`src/sm3_pkg.sv`:
```
// sm3 hash package: item types, constants and round functions
package sm3_pkg;

    typedef struct packed {
        logic [31:0] msg_word;
        logic [2:0]  byte_count;
        logic        last_item;
    } t_in_item;

    typedef struct packed {
        logic [31:0] digest_word;
        logic [2:0]  word_index;
        logic        last_word;
    } t_out_item;

    typedef struct packed {
        logic busy;
        logic done;
    } t_comp_stat;

    localparam logic [31:0] T_LOW  = 32'h79cc4519;
    localparam logic [31:0] T_HIGH = 32'h7a879d8a;
    localparam logic [7:0]  PAD_BYTE = 8'h80;
    localparam logic [5:0]  LEN_POS  = 6'd56;

    function automatic logic [31:0] sm3_iv(input logic [2:0] idx);
        logic [31:0] v;
        case (idx)
            3'd0: v = 32'h7380166f;
            3'd1: v = 32'h4914b2b9;
            3'd2: v = 32'h172442d7;
            3'd3: v = 32'hda8a0600;
            3'd4: v = 32'ha96f30bc;
            3'd5: v = 32'h163138aa;
            3'd6: v = 32'he38dee4d;
            default: v = 32'hb0fb0e4e;
        endcase
        return v;
    endfunction

    function automatic logic [31:0] rotl32(input logic [31:0] x, input logic [4:0] n);
        logic [63:0] d;
        d = {x, x} << n;
        return d[63:32];
    endfunction

    function automatic logic [31:0] perm0(input logic [31:0] x);
        return x ^ rotl32(x, 5'd9) ^ rotl32(x, 5'd17);
    endfunction

    function automatic logic [31:0] perm1(input logic [31:0] x);
        return x ^ rotl32(x, 5'd15) ^ rotl32(x, 5'd23);
    endfunction

endpackage

```
`src/sm3_front.sv`:
```
// sm3 front end: input word queue with byte count clamping
module sm3_front #(
    parameter int DEPTH = 4
) (
    input  logic              i_clk,
    input  logic              i_rst_n,
    input  logic              i_push,
    input  sm3_pkg::t_in_item i_item,
    output logic              o_full,
    output logic              o_valid,
    output sm3_pkg::t_in_item o_head,
    input  logic              i_take
);
    import sm3_pkg::*;

    localparam int AW = (DEPTH > 1) ? $clog2(DEPTH) : 1;
    localparam int CW = $clog2(DEPTH + 1);

    t_in_item        r_slot [DEPTH];
    logic [AW-1:0]   r_wp, r_rp;
    logic [CW-1:0]   r_cnt;
    t_in_item        clamped;
    logic            wr, rd;

    always_comb begin
        clamped = i_item;
        if (i_item.byte_count[2] && (i_item.byte_count[1:0] != 2'd0)) begin
            clamped.byte_count = 3'd4;
        end
    end

    assign o_full  = (r_cnt == CW'(DEPTH));
    assign o_valid = (r_cnt != '0);
    assign o_head  = r_slot[r_rp];
    assign wr      = i_push && !o_full;
    assign rd      = i_take && o_valid;

    always_ff @(posedge i_clk) begin
        if (wr) begin
            r_slot[r_wp] <= clamped;
        end
    end

    always_ff @(posedge i_clk) begin
        if (!i_rst_n) begin
            r_wp  <= '0;
            r_rp  <= '0;
            r_cnt <= '0;
        end else begin
            if (wr) begin
                r_wp <= (r_wp == AW'(DEPTH - 1)) ? '0 : r_wp + 1'b1;
            end
            if (rd) begin
                r_rp <= (r_rp == AW'(DEPTH - 1)) ? '0 : r_rp + 1'b1;
            end
            if (wr && !rd) begin
                r_cnt <= r_cnt + 1'b1;
            end else if (rd && !wr) begin
                r_cnt <= r_cnt - 1'b1;
            end
        end
    end

endmodule

```
`config.mk`:
```
export PLATFORM = sky130hd
export DESIGN_NAME = sm3_front
export DESIGN_NICKNAME = d
export VERILOG_FILES = /design/src/sm3_pkg.sv /design/src/sm3_front.sv
export SDC_FILE = /design/constraint.sdc
export NUM_CORES = 1
export LEC_CHECK = 0
export ABC_CLOCK_PERIOD_IN_PS = 4800
export BUFFER_PORTS_ARGS = -buffer_cell sky130_fd_sc_hd__buf_2
export CELL_PAD_IN_SITES_DETAIL_PLACEMENT = 2
export CELL_PAD_IN_SITES_GLOBAL_PLACEMENT = 2
export CORE_UTILIZATION = 30
export CTS_BUF_LIST = sky130_fd_sc_hd__clkbuf_4 sky130_fd_sc_hd__clkbuf_8
export CTS_CLUSTER_SIZE = 16
export DETAILED_ROUTE_END_ITERATION = 16
export PLACE_DENSITY = 0.56
export SLEW_MARGIN = 15
export SYNTH_ARGS = -nofsm -noshare
export SYNTH_HDL_FRONTEND = slang
export SYNTH_SLANG_ARGS = --single-unit
```
`constraint.sdc`:
```
create_clock -name i_clk -period 4.8 [get_ports i_clk]
set_clock_uncertainty 0.1 [all_clocks]
set_input_delay 0.48 -clock i_clk [delete_from_list [all_inputs] [get_ports i_clk]]
set_output_delay 0.48 -clock i_clk [all_outputs]
set_load 0.005 [all_outputs]
```
==> summary.md, run 1 <==
| Metric | Value |
|---|---|
| Residual overflow from global routing | `0` |
| FF-to-FF setup slack | `2210 ps` |
| Clock sink count | `153` |
| Via total after detailed routing | `2618` |
| Remaining design rule violation count | `0` |
| Drt via density | `4.55` |
| Yosys warning total | `0` |
| Highest-count cells in the layout ignoring fill and taps | `sky130_fd_sc_hd__edfxtp_1 (144), sky130_fd_sc_hd__buf_2 (77), sky130_fd_sc_hd__mux4_2 (30)` |
| Max Fclk | `321 MHz` |
| Comb power frac | `0.199` |
| Initial Util | `0.306` |
| Sequential share of the synthesized area | `0.784` |
| Maximum count of clock buffers along a single path | `2` |
| CP startpoint kind | `flip-flop` |
| Worst setup EP type | `output port` |
| Most frequent standard cell in the layout excluding fill and tap cells | `sky130_fd_sc_hd__edfxtp_1` |
| First-pass GRT wire length | `17200 um` |
| Reg-to-reg critical path startpoint | `r_cnt[0]` |
| Final setup violation count | `0` |
| Synthesized netlist net count | `289` |
| Clock network fraction of design power | `0.282` |
| I/O pin cnt | `78` |
| Post-CTS Setup Inserts | `0` |
| Relative slew margins | `0.279` |
| H-tree depth reported by CTS | `4` |
| Total standard cell area after synthesis | `0.00575 mm2` |
| Routed WL | `11200 um` |
| Run status | `finished clean` |
| Hold violation total from the final report | `0` |
| WL met3 | `492 um` |
| Setup TNS Final | `0 ps` |
| Parity-gate share of the synthesized area counting xor and xnor cells | `0.00305` |
| Non-filler cells, final | `575` |
| Synth Area per Inst | `23.7 um2` |
| Number of gates given a new drive strength after cts | `0` |
| Vias in the first global route | `2983` |
| Die Height | `140 um` |
| Fin worst setup slack | `1690 ps` |
| Worst hold margin | `142 ps` |
| Core outline area | `0.0188 mm2` |
| Sequential cell fraction of total power | `0.520` |
| Simple-gate share of the synthesized area | `0.0211` |
| Critical path required time | `4220 ps` |
| Pin count of the biggest net entering global routing | `37` |
| Multiplexer share of the synthesized area | `0.150` |
| Post-synthesis adder-cell area fraction | `0.0165` |
| Width of the die | `140 um` |
| Clock period minus final worst setup slack | `3110 ps` |
| Internal Pwr Total | `2380 uW` |
| Violation count after the first detailed-route iteration | `119` |
| Worst setup path endpoint | `o_head[28]` |
| P_leak | `0.00226 uW` |
| Capture instance of the worst register-to-register path | `r_cnt[2]` |
| Total number of placement rows | `50` |
| Final HPWL DP | `6640 um` |
| Top metal layer carrying routed signals | `met5` |
| End-of-flow core utilization | `0.358` |
| Number of buffers created by CTS | `17` |
| Sw Pwr | `964 uW` |
| Initial antenna violation count | `1` |
| Worst hold path cell count | `1` |
| Measured slew at the worst slew-check pin | `1080 ps` |
| Cell count after placement | `543` |
| Path class of the lowest-slack min-delay path | `in2reg` |
| Placer Congestion | `0.609` |
| Compound-cell area share of the yosys netlist | `0.00523` |
| RSZ-0062 raised after global routing | `false` |
| CTS tree | `done` |
| Clock Pin Slew Worst Setup and Hold Paths | `90 ps` |
| Max-capacitance violation count | `0` |
| Antenna Violating Nets Remaining | `0` |
| Routed wire length per instance | `19.5 um` |
| Synth Instances | `242` |
| Worst IR drop on VDD | `0.203 mV` |
| Class of the most critical setup path | `reg2out` |
| Layout-stage area growth over the synthesis result | `17.0%` |
| Count of final max-slew check failures | `0` |
| Count of buffers from port buffering | `77` |
| Arr. time, crit path | `2530 ps` |
| Share of layout cells above drive strength 1 | `0.431` |
| Hold bufs inserted after CTS | `0` |
| Pre-Repair DR Iteration Count | `4` |
| Final cycle utilization of the critical path | `0.648` |
| Reg2Reg Depth | `8` |
| Pwr dens | `498 mW/mm2` |
| FF+latch count, synth | `153` |
| Die footprint | `0.0197 mm2` |
| Switching portion of total power | `0.288` |
| Metal2 WL | `5870 um` |
| Clk_lat worst skew | `440 ps` |
| Pre-CTS setup slack | `2060 ps` |
| Global-route total usage across every layer | `0.124` |
| CTS Root Buffer Type | `sky130_fd_sc_hd__clkbuf_8` |
| # nets final | `375` |
| Main combinational cell family by area after synthesis | `multiplexers` |
| Max Fanout on Critical Path | `20` |
| Wire length on met1 | `4660 um` |
| Number of library cell types mapped by synthesis | `25` |
| Antenna cell count | `0` |
[kinds of logic (layout without fill, tap and decap cells)]
| logic type | count (synthesis) | in the layout |
|---|---|---|
| adder cells (fa/ha/maj) | 7 | 7 |
| multiplexers | 39 | 39 |
| XOR/XNOR | 2 | 2 |
| flip-flops | 153 | 153 |
| buffers and inverters | 14 | 113 |
| AND/OR/NAND/NOR | 22 | 22 |
| AO/OA/AOI/OAI | 5 | 5 |
[cells in the mapped netlist (all sizes together)]
| cell | number | share of area |
|---|---|---|
| nand2 | 6 | 0.0039 |
| xor2 | 1 | 0.0015 |
| nor2 | 2 | 0.0013 |
| a21boi | 1 | 0.0013 |
| xnor2 | 1 | 0.0015 |
| mux4 | 36 | 0.15 |
| dfxtp | 9 | 0.031 |
| buf | 8 | 0.016 |
| o21ai | 3 | 0.0026 |
| nor3b | 1 | 0.0022 |
| nor2b | 4 | 0.0044 |
| clkbuf | 3 | 0.0022 |
| inv | 3 | 0.0020 |
| ha | 6 | 0.013 |
| or3 | 2 | 0.0022 |
| and2 | 5 | 0.0054 |
| nand3 | 2 | 0.0017 |
| o31ai | 1 | 0.0013 |
| edfxtp | 144 | 0.75 |
| fa | 1 | 0.0035 |
| mux2i | 3 | 0.0052 |
[power groups by stage]
stage	clock [uW]	sequential (uW)	combinational [uW]
after floorplan	0	1690	507
after global placement	0	1770	676
final	943	1740	664
after CTS	976	1750	695
after global routing	1020	1760	735
after detailed placement	0	1780	690
[area by class of cell]
class / instances / area, um2
fillers: 1866 / 12000
flip-flops and latches: 153 / 4510
multi-input cells: 75 / 1130
repair buffers: 78 / 393
well taps: 234 / 293
clock buffers: 17 / 234
clock inverters: 15 / 151
inverters: 3 / 11.3
[worst max-delay path, stage by stage, from the launching register on]
cell and delay [ps]:
sky130_fd_sc_hd__dfxtp_2 830, sky130_fd_sc_hd__buf_4 470, sky130_fd_sc_hd__mux4_1 620, sky130_fd_sc_hd__buf_2 150
[flip-flops by register name (all words and copies together) (netlist names), named ones only]
name    cells
r_cnt       3
r_rp        2
r_slot    144
r_wp        2
[how the worst min path moves through the flow]
stage | from | endpoint | slack, ps
finish | i_item[9] | r_slot[2][9] | 140
global route | i_item[21] | r_slot[2][21] | 100
CTS | i_item[9] | r_slot[2][9] | 100
detailed placement | r_wp[1] | r_wp[1] | 420
global placement | r_wp[1] | r_wp[1] | 390
floorplan | r_wp[1] | r_wp[1] | 370
[metal layers]
layer / global-route usage / vias up
met3: 0.0417 / 13
met1: 0.139 / 1365
met5: 0 / -
li1: - / 1179
met2: 0.216 / 59
met4: 0.0521 / 2
[per-stage QoR]
stage | area, um2 | total power (uW)
floorplan | 5750 | 2200
global placement | 6340 | 2440
detailed placement | 6340 | 2470
CTS | 6720 | 3420
global route | 6720 | 3520
finish | 6720 | 3350
Note: power is estimated with default switching activity, not from simulation.
==> inputs of run 2 (changes only) <==
--- a/config.mk
+++ b/config.mk
@@ -5,7 +5,8 @@
 export SDC_FILE = /design/constraint.sdc
 export NUM_CORES = 1
 export LEC_CHECK = 0
-export ABC_CLOCK_PERIOD_IN_PS = 4800
+export ABC_AREA = 1
+export ABC_CLOCK_PERIOD_IN_PS = 2700
 export BUFFER_PORTS_ARGS = -buffer_cell sky130_fd_sc_hd__buf_2
 export CELL_PAD_IN_SITES_DETAIL_PLACEMENT = 2
 export CELL_PAD_IN_SITES_GLOBAL_PLACEMENT = 2
@@ -13,7 +14,7 @@
 export CTS_BUF_LIST = sky130_fd_sc_hd__clkbuf_4 sky130_fd_sc_hd__clkbuf_8
 export CTS_CLUSTER_SIZE = 16
 export DETAILED_ROUTE_END_ITERATION = 16
-export PLACE_DENSITY = 0.56
+export PLACE_DENSITY = 0.64
 export SLEW_MARGIN = 15
 export SYNTH_ARGS = -nofsm -noshare
 export SYNTH_HDL_FRONTEND = slang
==> constraint.sdc (replaced) <==
create_clock -name i_clk -period 2.7 [get_ports i_clk]
set_clock_uncertainty 0.1 [all_clocks]
set_input_delay 0.27 -clock i_clk [delete_from_list [all_inputs] [get_ports i_clk]]
set_output_delay 0.27 -clock i_clk [all_outputs]
set_load 0.005 [all_outputs]
==> run 2 against run 1 <==
  * Die area is 2.5% higher
  * Sequential share of layout area shrank 4.9 points
  * Critical path depth is 1 higher
  * Synthesized cell count up 76%
  * Non-clock buffer count increased by 45
  * Largest cell class unchanged
  * Highest routed layer is now met4
==> summary.md, run 2 <==
| Metric | Value |
|---|---|
| Beginning of the worst hold path | `i_push (was i_item[9])` |
| Die footprint | `0.0202 mm2 (was 0.0197 mm2)` |
| Most frequent cell after synthesis | `sky130_fd_sc_hd__edfxtp_1 (unchanged)` |
| Number of library cell types mapped by synthesis | `22 (was 25)` |
| Total number of placement rows | `50 (unchanged)` |
| Hold violation total from the final report | `0 (unchanged)` |
| Share of layout cells above drive strength 1 | `0.224 (was 0.431)` |
| First-pass GRT wire length | `23500 um (was 17200 um)` |
| Path class of the lowest-slack min-delay path | `in2reg (unchanged)` |
| Sw Pwr | `2160 uW (was 964 uW)` |
| Largest register by flop count | `r_slot (unchanged)` |
| Antenna Violating Nets Remaining | `0 (unchanged)` |
| Top_reg_cell synth | `sky130_fd_sc_hd__edfxtp_1 (unchanged)` |
| Synthesized netlist net count | `472 (was 289)` |
| Die Height | `142 um (was 140 um)` |
| Final HPWL DP | `8970 um (was 6640 um)` |
| Clock sink count | `153 (unchanged)` |
| CTS tree | `done (unchanged)` |
| CP startpoint kind | `flip-flop (unchanged)` |
| Synth area leaders | `sky130_fd_sc_hd__edfxtp_1 (73%), sky130_fd_sc_hd__nor2_1 (5.8%), sky130_fd_sc_hd__o21ai_1 (4.9%), sky130_fd_sc_hd__o22ai_1 (3.8%), sky130_fd_sc_hd__dfxtp_1 (3.1%) (was sky130_fd_sc_hd__edfxtp_1 (75%), sky130_fd_sc_hd__mux4_2 (12%), sky130_fd_sc_hd__dfxtp_1 (3.1%), sky130_fd_sc_hd__mux4_1 (2.7%), sky130_fd_sc_hd__ha_1 (1.3%))` |
| Max-capacitance violation count | `0 (unchanged)` |
| Top post-synthesis cells by count | `sky130_fd_sc_hd__edfxtp_1 (144), sky130_fd_sc_hd__nor2_1 (91), sky130_fd_sc_hd__o21ai_1 (58) (was sky130_fd_sc_hd__edfxtp_1 (144), sky130_fd_sc_hd__mux4_2 (30), sky130_fd_sc_hd__dfxtp_1 (9))` |
| Remaining design rule violation count | `0 (unchanged)` |
| Sequential cell fraction of total power | `0.467 (was 0.520)` |
| Comb power frac | `0.286 (was 0.199)` |
| Setup TNS Final | `0 ps (unchanged)` |
| Total power | `6440 uW (was 3350 uW)` |
| FF-to-FF setup slack | `460 ps (was 2210 ps)` |
| Destination of the worst hold path | `r_wp[1] (was r_slot[2][9])` |
| Routed WL | `15000 um (was 11200 um)` |
| P_leak | `0.00258 uW (was 0.00226 uW)` |
| Highest-count cells in the layout ignoring fill and taps | `sky130_fd_sc_hd__edfxtp_1 (144), sky130_fd_sc_hd__nor2_1 (87), sky130_fd_sc_hd__buf_2 (77) (was sky130_fd_sc_hd__edfxtp_1 (144), sky130_fd_sc_hd__buf_2 (77), sky130_fd_sc_hd__mux4_2 (30))` |
| EDFF count, synth | `144 (unchanged)` |
| Width of the die | `142 um (was 140 um)` |
| Via total after detailed routing | `3790 (was 2618)` |
| Clock period minus final worst setup slack | `2260 ps` |
| Registers with the most flip-flops | `r_slot x144, r_cnt x3 (unchanged)` |
| Maximum count of clock buffers along a single path | `2 (unchanged)` |
| Area fraction of the dominant cell type after synthesis | `0.734 (was 0.752)` |
| Final Cell Area | `0.00725 mm2 (was 0.00672 mm2)` |
| Layout-stage area growth over the synthesis result | `23.1% (was 17.0%)` |
| Clock Pin Slew Worst Setup and Hold Paths | `80 ps (was 90 ps)` |
| Number of gates given a new drive strength after cts | `0 (unchanged)` |
| Proportion of synthesized flip-flops having asynchronous set or reset | `0 (unchanged)` |
| I/O pin cnt | `78 (unchanged)` |
| Critical path required time | `2330 ps (was 4220 ps)` |
| Worst setup EP type | `output port (unchanged)` |
| Fin worst setup slack | `443 ps (was 1690 ps)` |
| Internal Pwr Total | `4280 uW (was 2380 uW)` |
| # nets final | `591 (was 375)` |
| Final setup violation count | `0 (unchanged)` |
| Pwr dens | `888 mW/mm2 (was 498 mW/mm2)` |
| Antenna cell count | `0 (unchanged)` |
| Max Fanout on Critical Path | `27 (was 20)` |
| CP cell instances | `buf_4 > o21ai_0 > o22ai_1 > buf_2 (was buf_4 > mux4_1 > buf_2)` |
| Largest stage delay, worst path | `480 ps (was 830 ps)` |
| Worst hold path cell count | `3 (was 1)` |
| Top cell type by total area after synthesis | `sky130_fd_sc_hd__edfxtp_1 (unchanged)` |
| Total standard cell area after synthesis | `0.00589 mm2 (was 0.00575 mm2)` |
| Arr. time, crit path | `1890 ps (was 2530 ps)` |
| Synth Instances | `425 (was 242)` |
| Class of the most critical setup path | `reg2out (unchanged)` |
| CTS Root Buffer Type | `sky130_fd_sc_hd__clkbuf_8 (unchanged)` |
| Pin count of the biggest net entering global routing | `73 (was 37)` |
| Final cycle utilization of the critical path | `0.836` |
| Max Fclk | `443 MHz` |
| Synth Area per Inst | `13.9 um2 (was 23.7 um2)` |
| Initial Util | `0.311 (was 0.306)` |
| Residual overflow from global routing | `0 (unchanged)` |
| Area after detailed placement | `0.00654 mm2 (was 0.00634 mm2)` |
| Capture instance of the worst register-to-register path | `r_cnt[1] (was r_cnt[2])` |
| Relative slew margins | `0.590 (was 0.279)` |
| Violation count after the first detailed-route iteration | `124 (was 119)` |
| Count of buffers from port buffering | `77 (unchanged)` |
| Max stage delay cell, worst path | `sky130_fd_sc_hd__dfxtp_2 (unchanged)` |
| Initial antenna violation count | `0 (was 1)` |
| Vias in the first global route | `4343 (was 2983)` |
| FF+latch count, synth | `153 (unchanged)` |
| Routed wire length per instance | `18.4 um (was 19.5 um)` |
| H-tree depth reported by CTS | `4 (unchanged)` |
| Worst IR drop on VDD | `0.392 mV (was 0.203 mV)` |
| Clock network fraction of design power | `0.247 (was 0.282)` |
| Reg2Reg Depth | `9 (was 8)` |
| Global-route total usage across every layer | `0.159 (was 0.124)` |
| Number of buffers created by CTS | `17 (unchanged)` |
| Switching portion of total power | `0.336 (was 0.288)` |
| RSZ-0062 raised after global routing | `false (unchanged)` |
| Yosys warning total | `0 (unchanged)` |
| Post-CTS Setup Inserts | `0 (unchanged)` |
| Count of final max-slew check failures | `0 (unchanged)` |
| Clk_lat worst skew | `440 ps (about the same)` |
| Pre-CTS setup slack | `448 ps (was 2060 ps)` |
| Pre-Repair DR Iteration Count | `4 (unchanged)` |
| Placer Congestion | `0.662 (was 0.609)` |
| Max reg flops | `144 (unchanged)` |
| Drt via density | `4.64 (was 4.55)` |
| Run status | `finished clean (unchanged)` |
| Core outline area | `0.0190 mm2 (was 0.0188 mm2)` |
| Measured slew at the worst slew-check pin | `615 ps (was 1080 ps)` |
| Sequential share of the synthesized area | `0.765 (was 0.784)` |
| Reg-to-reg critical path startpoint | `r_cnt[1] (was r_cnt[0])` |
| Most frequent standard cell in the layout excluding fill and tap cells | `sky130_fd_sc_hd__edfxtp_1 (unchanged)` |
-- run 2: changes by cell type after synthesis, moves of 8 or more --
cell                      change
sky130_fd_sc_hd__nor2_1      +89
sky130_fd_sc_hd__o21ai_1     +58
sky130_fd_sc_hd__o22ai_1     +36
sky130_fd_sc_hd__mux4_2      -30
sky130_fd_sc_hd__inv_1       +15
sky130_fd_sc_hd__o21ai_0     +13
sky130_fd_sc_hd__nand2_1      +8
-- run 2: worst max path at each step --
stage | cells past startpoint | from | slack [ps] | to
after floorplan | 4 | r_cnt[1] | 6 | r_slot[3][0]
after global placement | 9 | r_cnt[1] | 660 | r_cnt[1]
after detailed placement | 9 | r_cnt[1] | 450 | r_cnt[1]
after CTS | 4 | flip-flop | 320 | o_head[26]
after global routing | 4 | flip-flop | 250 | o_head[26]
final | 4 | flip-flop | 440 | o_head[26]
-- run 2: repair_timing --
item                                    4_1_cts  5_1_grt
endpoints found under the setup margin        0        0
endpoints found under the hold margin       137        0
hold buffers                                 35        0
-- run 2: cell type report --
| type | instances | area [um2] |
|---|---|---|
| fill | 1955 | 11700 |
| sequential | 153 | 4510 |
| multi-input combinational | 229 | 1160 |
| timing repair buffer | 123 | 818 |
| tap | 260 | 325 |
| clock buffer | 17 | 234 |
| clock inverter | 15 | 126 |
| inverter | 20 | 82.6 |
-- run 2: cells by family (layout without fill, tap and decap cells) --
| family | Yosys count | count (layout) | synth area share |
|---|---|---|---|
| compound gates | 113 | 113 | 0.104 |
| fa+ha+maj | 7 | 7 | 0.0161 |
| buf+inv | 43 | 175 | 0.0440 |
| flops | 153 | 153 | 0.765 |
| simple gates | 109 | 109 | 0.0712 |
-- run 2: critical path, delay by kind of cell (launching register included) --
kind,cells,cell delay (ps)
AO/OA/AOI/OAI,2,410
flip-flops,1,480
buffers and inverters,2,540
-- run 2: power by group through the flow --
stage	Sequential (uW)	Combinational [uW]	Clock [uW]
finish	3010	1840	1590
global route	3030	2090	1750
CTS	3010	1910	1660
detailed placement	3070	1860	0
global placement	3050	1770	0
floorplan	3020	1130	0
-- run 2: per-layer routing --
metal | vias to the layer above | track usage | part of all wire
met2 | 75 | 0.283 | 0.51
li1 | 1787 | - | -
met4 | 0 | 0.0504 | 0.011
met1 | 1914 | 0.184 | 0.43
met3 | 14 | 0.0454 | 0.041
met5 | - | 0 | 0
-- run 2: per-stage QoR --
step / std cells / hold slack, ps / util
floorplan: 425 / 269 / -
global placement: 750 / 381 / 0.345
detailed placement: 750 / 389 / 0.345
CTS: 817 / 13.0 / 0.383
global route: 817 / 21.1 / 0.383
finish: 817 / 50.2 / 0.383
==> inputs of run 3 (changes only) <==
--- a/config.mk
+++ b/config.mk
@@ -6,7 +6,7 @@
 export NUM_CORES = 1
 export LEC_CHECK = 0
 export ABC_AREA = 1
-export ABC_CLOCK_PERIOD_IN_PS = 2700
+export ABC_CLOCK_PERIOD_IN_PS = 2400
 export BUFFER_PORTS_ARGS = -buffer_cell sky130_fd_sc_hd__buf_2
 export CELL_PAD_IN_SITES_DETAIL_PLACEMENT = 2
 export CELL_PAD_IN_SITES_GLOBAL_PLACEMENT = 2
@@ -14,7 +14,7 @@
 export CTS_BUF_LIST = sky130_fd_sc_hd__clkbuf_4 sky130_fd_sc_hd__clkbuf_8
 export CTS_CLUSTER_SIZE = 16
 export DETAILED_ROUTE_END_ITERATION = 16
-export PLACE_DENSITY = 0.64
+export PLACE_DENSITY = 0.61
 export SLEW_MARGIN = 15
 export SYNTH_ARGS = -nofsm -noshare
 export SYNTH_HDL_FRONTEND = slang
==> constraint.sdc (replaced) <==
create_clock -name i_clk -period 2.4 [get_ports i_clk]
set_clock_uncertainty 0.1 [all_clocks]
set_input_delay 0.24 -clock i_clk [delete_from_list [all_inputs] [get_ports i_clk]]
set_output_delay 0.24 -clock i_clk [all_outputs]
set_load 0.005 [all_outputs]
==> run 3 against run 2 <==
  * Critical path depth stayed put
  * Clock power is 24% higher
  * Sequential share of layout area down 0.58 points
  * Non-clock buffer count increased by 3
  * Largest cell class unchanged
  * Highest routed layer unchanged
==> summary.md, run 3 (synthesis results as in run 2) <==
| Metric | Value |
|---|---|
| Run status | `finished clean (unchanged)` |
| Clock period minus final worst setup slack | `2120 ps` |
| RSZ-0062 raised after global routing | `false (unchanged)` |
| P_leak | `0.00262 uW (was 0.00258 uW)` |
| Pre-Repair DR Iteration Count | `4 (unchanged)` |
| Antenna cell count | `0 (unchanged)` |
| Core outline area | `0.0190 mm2 (unchanged)` |
| Count of final max-slew check failures | `0 (unchanged)` |
| Layout-stage area growth over the synthesis result | `24.3% (was 23.1%)` |
| Die Height | `142 um (unchanged)` |
| Non-filler cells, final | `818 (was 817)` |
| Share of layout cells above drive strength 1 | `0.228 (was 0.224)` |
| Most frequent standard cell in the layout excluding fill and tap cells | `sky130_fd_sc_hd__edfxtp_1 (unchanged)` |
| CTS tree | `done (unchanged)` |
| Path class of the lowest-slack min-delay path | `in2reg (unchanged)` |
| Placer Congestion | `0.750 (was 0.662)` |
| I/O pin cnt | `78 (unchanged)` |
| Drt via density | `4.63 (was 4.64)` |
| # nets final | `594 (was 591)` |
| Area after detailed placement | `0.00656 mm2 (was 0.00654 mm2)` |
| Maximum count of clock buffers along a single path | `2 (unchanged)` |
| Worst hold margin | `93.7 ps (was 50.2 ps)` |
| Max reg flops | `144 (unchanged)` |
| Worst hold path cell count | `3 (unchanged)` |
| Highest-count cells in the layout ignoring fill and taps | `sky130_fd_sc_hd__edfxtp_1 (144), sky130_fd_sc_hd__nor2_1 (87), sky130_fd_sc_hd__buf_2 (77) (unchanged)` |
| Post-CTS Setup Inserts | `0 (unchanged)` |
| Global-route total usage across every layer | `0.157 (was 0.159)` |
| Die footprint | `0.0202 mm2 (unchanged)` |
| Relative slew margins | `0.692 (was 0.590)` |
| Cell count after placement | `752 (was 750)` |
| Initial Util | `0.311 (unchanged)` |
| Total power | `7450 uW (was 6440 uW)` |
| Routed wire length per instance | `18.0 um (was 18.4 um)` |
| Worst IR drop on VDD | `0.365 mV (was 0.392 mV)` |
| Setup TNS Final | `0 ps (unchanged)` |
| Final Cell Area | `0.00732 mm2 (was 0.00725 mm2)` |
| CP startpoint kind | `flip-flop (unchanged)` |
| Critical path required time | `2060 ps (was 2330 ps)` |
| Antenna Violating Nets Remaining | `0 (unchanged)` |
| Clock Pin Slew Worst Setup and Hold Paths | `90 ps (was 80 ps)` |
| Final HPWL DP | `8870 um (was 8970 um)` |
| Registers with the most flip-flops | `r_slot x144, r_cnt x3 (unchanged)` |
| Final cycle utilization of the critical path | `0.883` |
| Clock sink count | `153 (unchanged)` |
| Via total after detailed routing | `3788 (was 3790)` |
| Largest register by flop count | `r_slot (unchanged)` |
| Arr. time, crit path | `1780 ps (was 1890 ps)` |
| Residual overflow from global routing | `0 (unchanged)` |
| Pwr dens | `1020 mW/mm2 (was 888 mW/mm2)` |
| Max Fclk | `472 MHz` |
| Remaining design rule violation count | `0 (unchanged)` |
| Max Fanout on Critical Path | `32 (was 27)` |
| Vias in the first global route | `4280 (was 4343)` |
| Final setup violation count | `0 (unchanged)` |
| CP cell instances | `buf_6 > o21ai_0 > o22ai_1 > buf_2 (was buf_4 > o21ai_0 > o22ai_1 > buf_2)` |
| Reg-to-reg critical path startpoint | `r_cnt[1] (unchanged)` |
| Hold violation total from the final report | `0 (unchanged)` |
| Max-capacitance violation count | `0 (unchanged)` |
| Count of buffers from port buffering | `77 (unchanged)` |
| Routed WL | `14700 um (was 15000 um)` |
| Beginning of the worst hold path | `i_item[1] (was i_push)` |
| Reg2Reg Depth | `12 (was 9)` |
| Class of the most critical setup path | `reg2out (unchanged)` |
| Max stage delay cell, worst path | `sky130_fd_sc_hd__dfxtp_4 (was sky130_fd_sc_hd__dfxtp_2)` |
| CTS Root Buffer Type | `sky130_fd_sc_hd__clkbuf_8 (unchanged)` |
| Width of the die | `142 um (unchanged)` |
| H-tree depth reported by CTS | `4 (unchanged)` |
| Violation count after the first detailed-route iteration | `133 (was 124)` |
| Clk_lat worst skew | `440 ps (about the same)` |
| First-pass GRT wire length | `23200 um (was 23500 um)` |
| Measured slew at the worst slew-check pin | `462 ps (was 615 ps)` |
| Number of buffers created by CTS | `17 (unchanged)` |
| Initial antenna violation count | `0 (unchanged)` |
| Worst setup EP type | `output port (unchanged)` |
| Total number of placement rows | `50 (unchanged)` |
| Largest stage delay, worst path | `490 ps (was 480 ps)` |
| Pin count of the biggest net entering global routing | `73 (unchanged)` |
-- run 3: cell count changes in the layout (fill, tap and decap cells not counted), moves of 2 or more --
| cell | change |
|---|---|
| sky130_fd_sc_hd__buf_6 | +2 |
| sky130_fd_sc_hd__bufinv_16 | +2 |
| sky130_fd_sc_hd__clkinv_1 | -2 |
| sky130_fd_sc_hd__inv_6 | -3 |
-- run 3: worst paths after layout --
path | endpoint | slack, ps
worst max register to register | r_cnt[2] | 420
worst max-delay path | o_head[20] | 280
worst min register to register | r_cnt[0] | 440
worst min-delay path | r_slot[3][1] | 90
-- run 3: final cells by class --
class                           count  area, um2
Fill cell                        1924      11600
Sequential cell                   153       4510
Multi-Input combinational cell    229       1160
Timing Repair Buffer              126        851
Tap cell                          260        325
Clock buffer                       18        241
Clock inverter                     12        154
Inverter                           20       85.1
-- run 3: power by group --
| part | internal, uW | switching [uW] | leakage (uW) |
|---|---|---|---|
| combinational | 760 | 1320 | 0.00104 |
| sequential | 3260 | 138 | 0.00140 |
| clock | 1020 | 948 | 0.000185 |
-- run 3: metrics by stage --
step                       util  setup slack [ps]
after floorplan               -              -294
after global placement    0.346               529
after detailed placement  0.346               423
after CTS                 0.386              5.45
after global routing      0.386               100
final                     0.386               281
-- run 3: timing repair --
action,CTS,global route
endpoints found under the setup margin,0,12
gates resized for setup,0,4
hold buffers,36,0
hold endpoints to repair,143,0
-- run 3: layer usage --
layer  vias to the layer above  part of all wire  global-route usage
met5                         -                 0                   0
met4                         0             0.012              0.0560
met3                        12             0.037              0.0424
met2                        64              0.53               0.277
met1                      1918              0.42               0.182
li1                       1794                 -                   -
-- run 3: worst max-delay path: cells and delay by family (launching register included) --
family | cells | cell delay, ps
buf+inv | 2 | 460
flops | 1 | 490
compound gates | 2 | 380
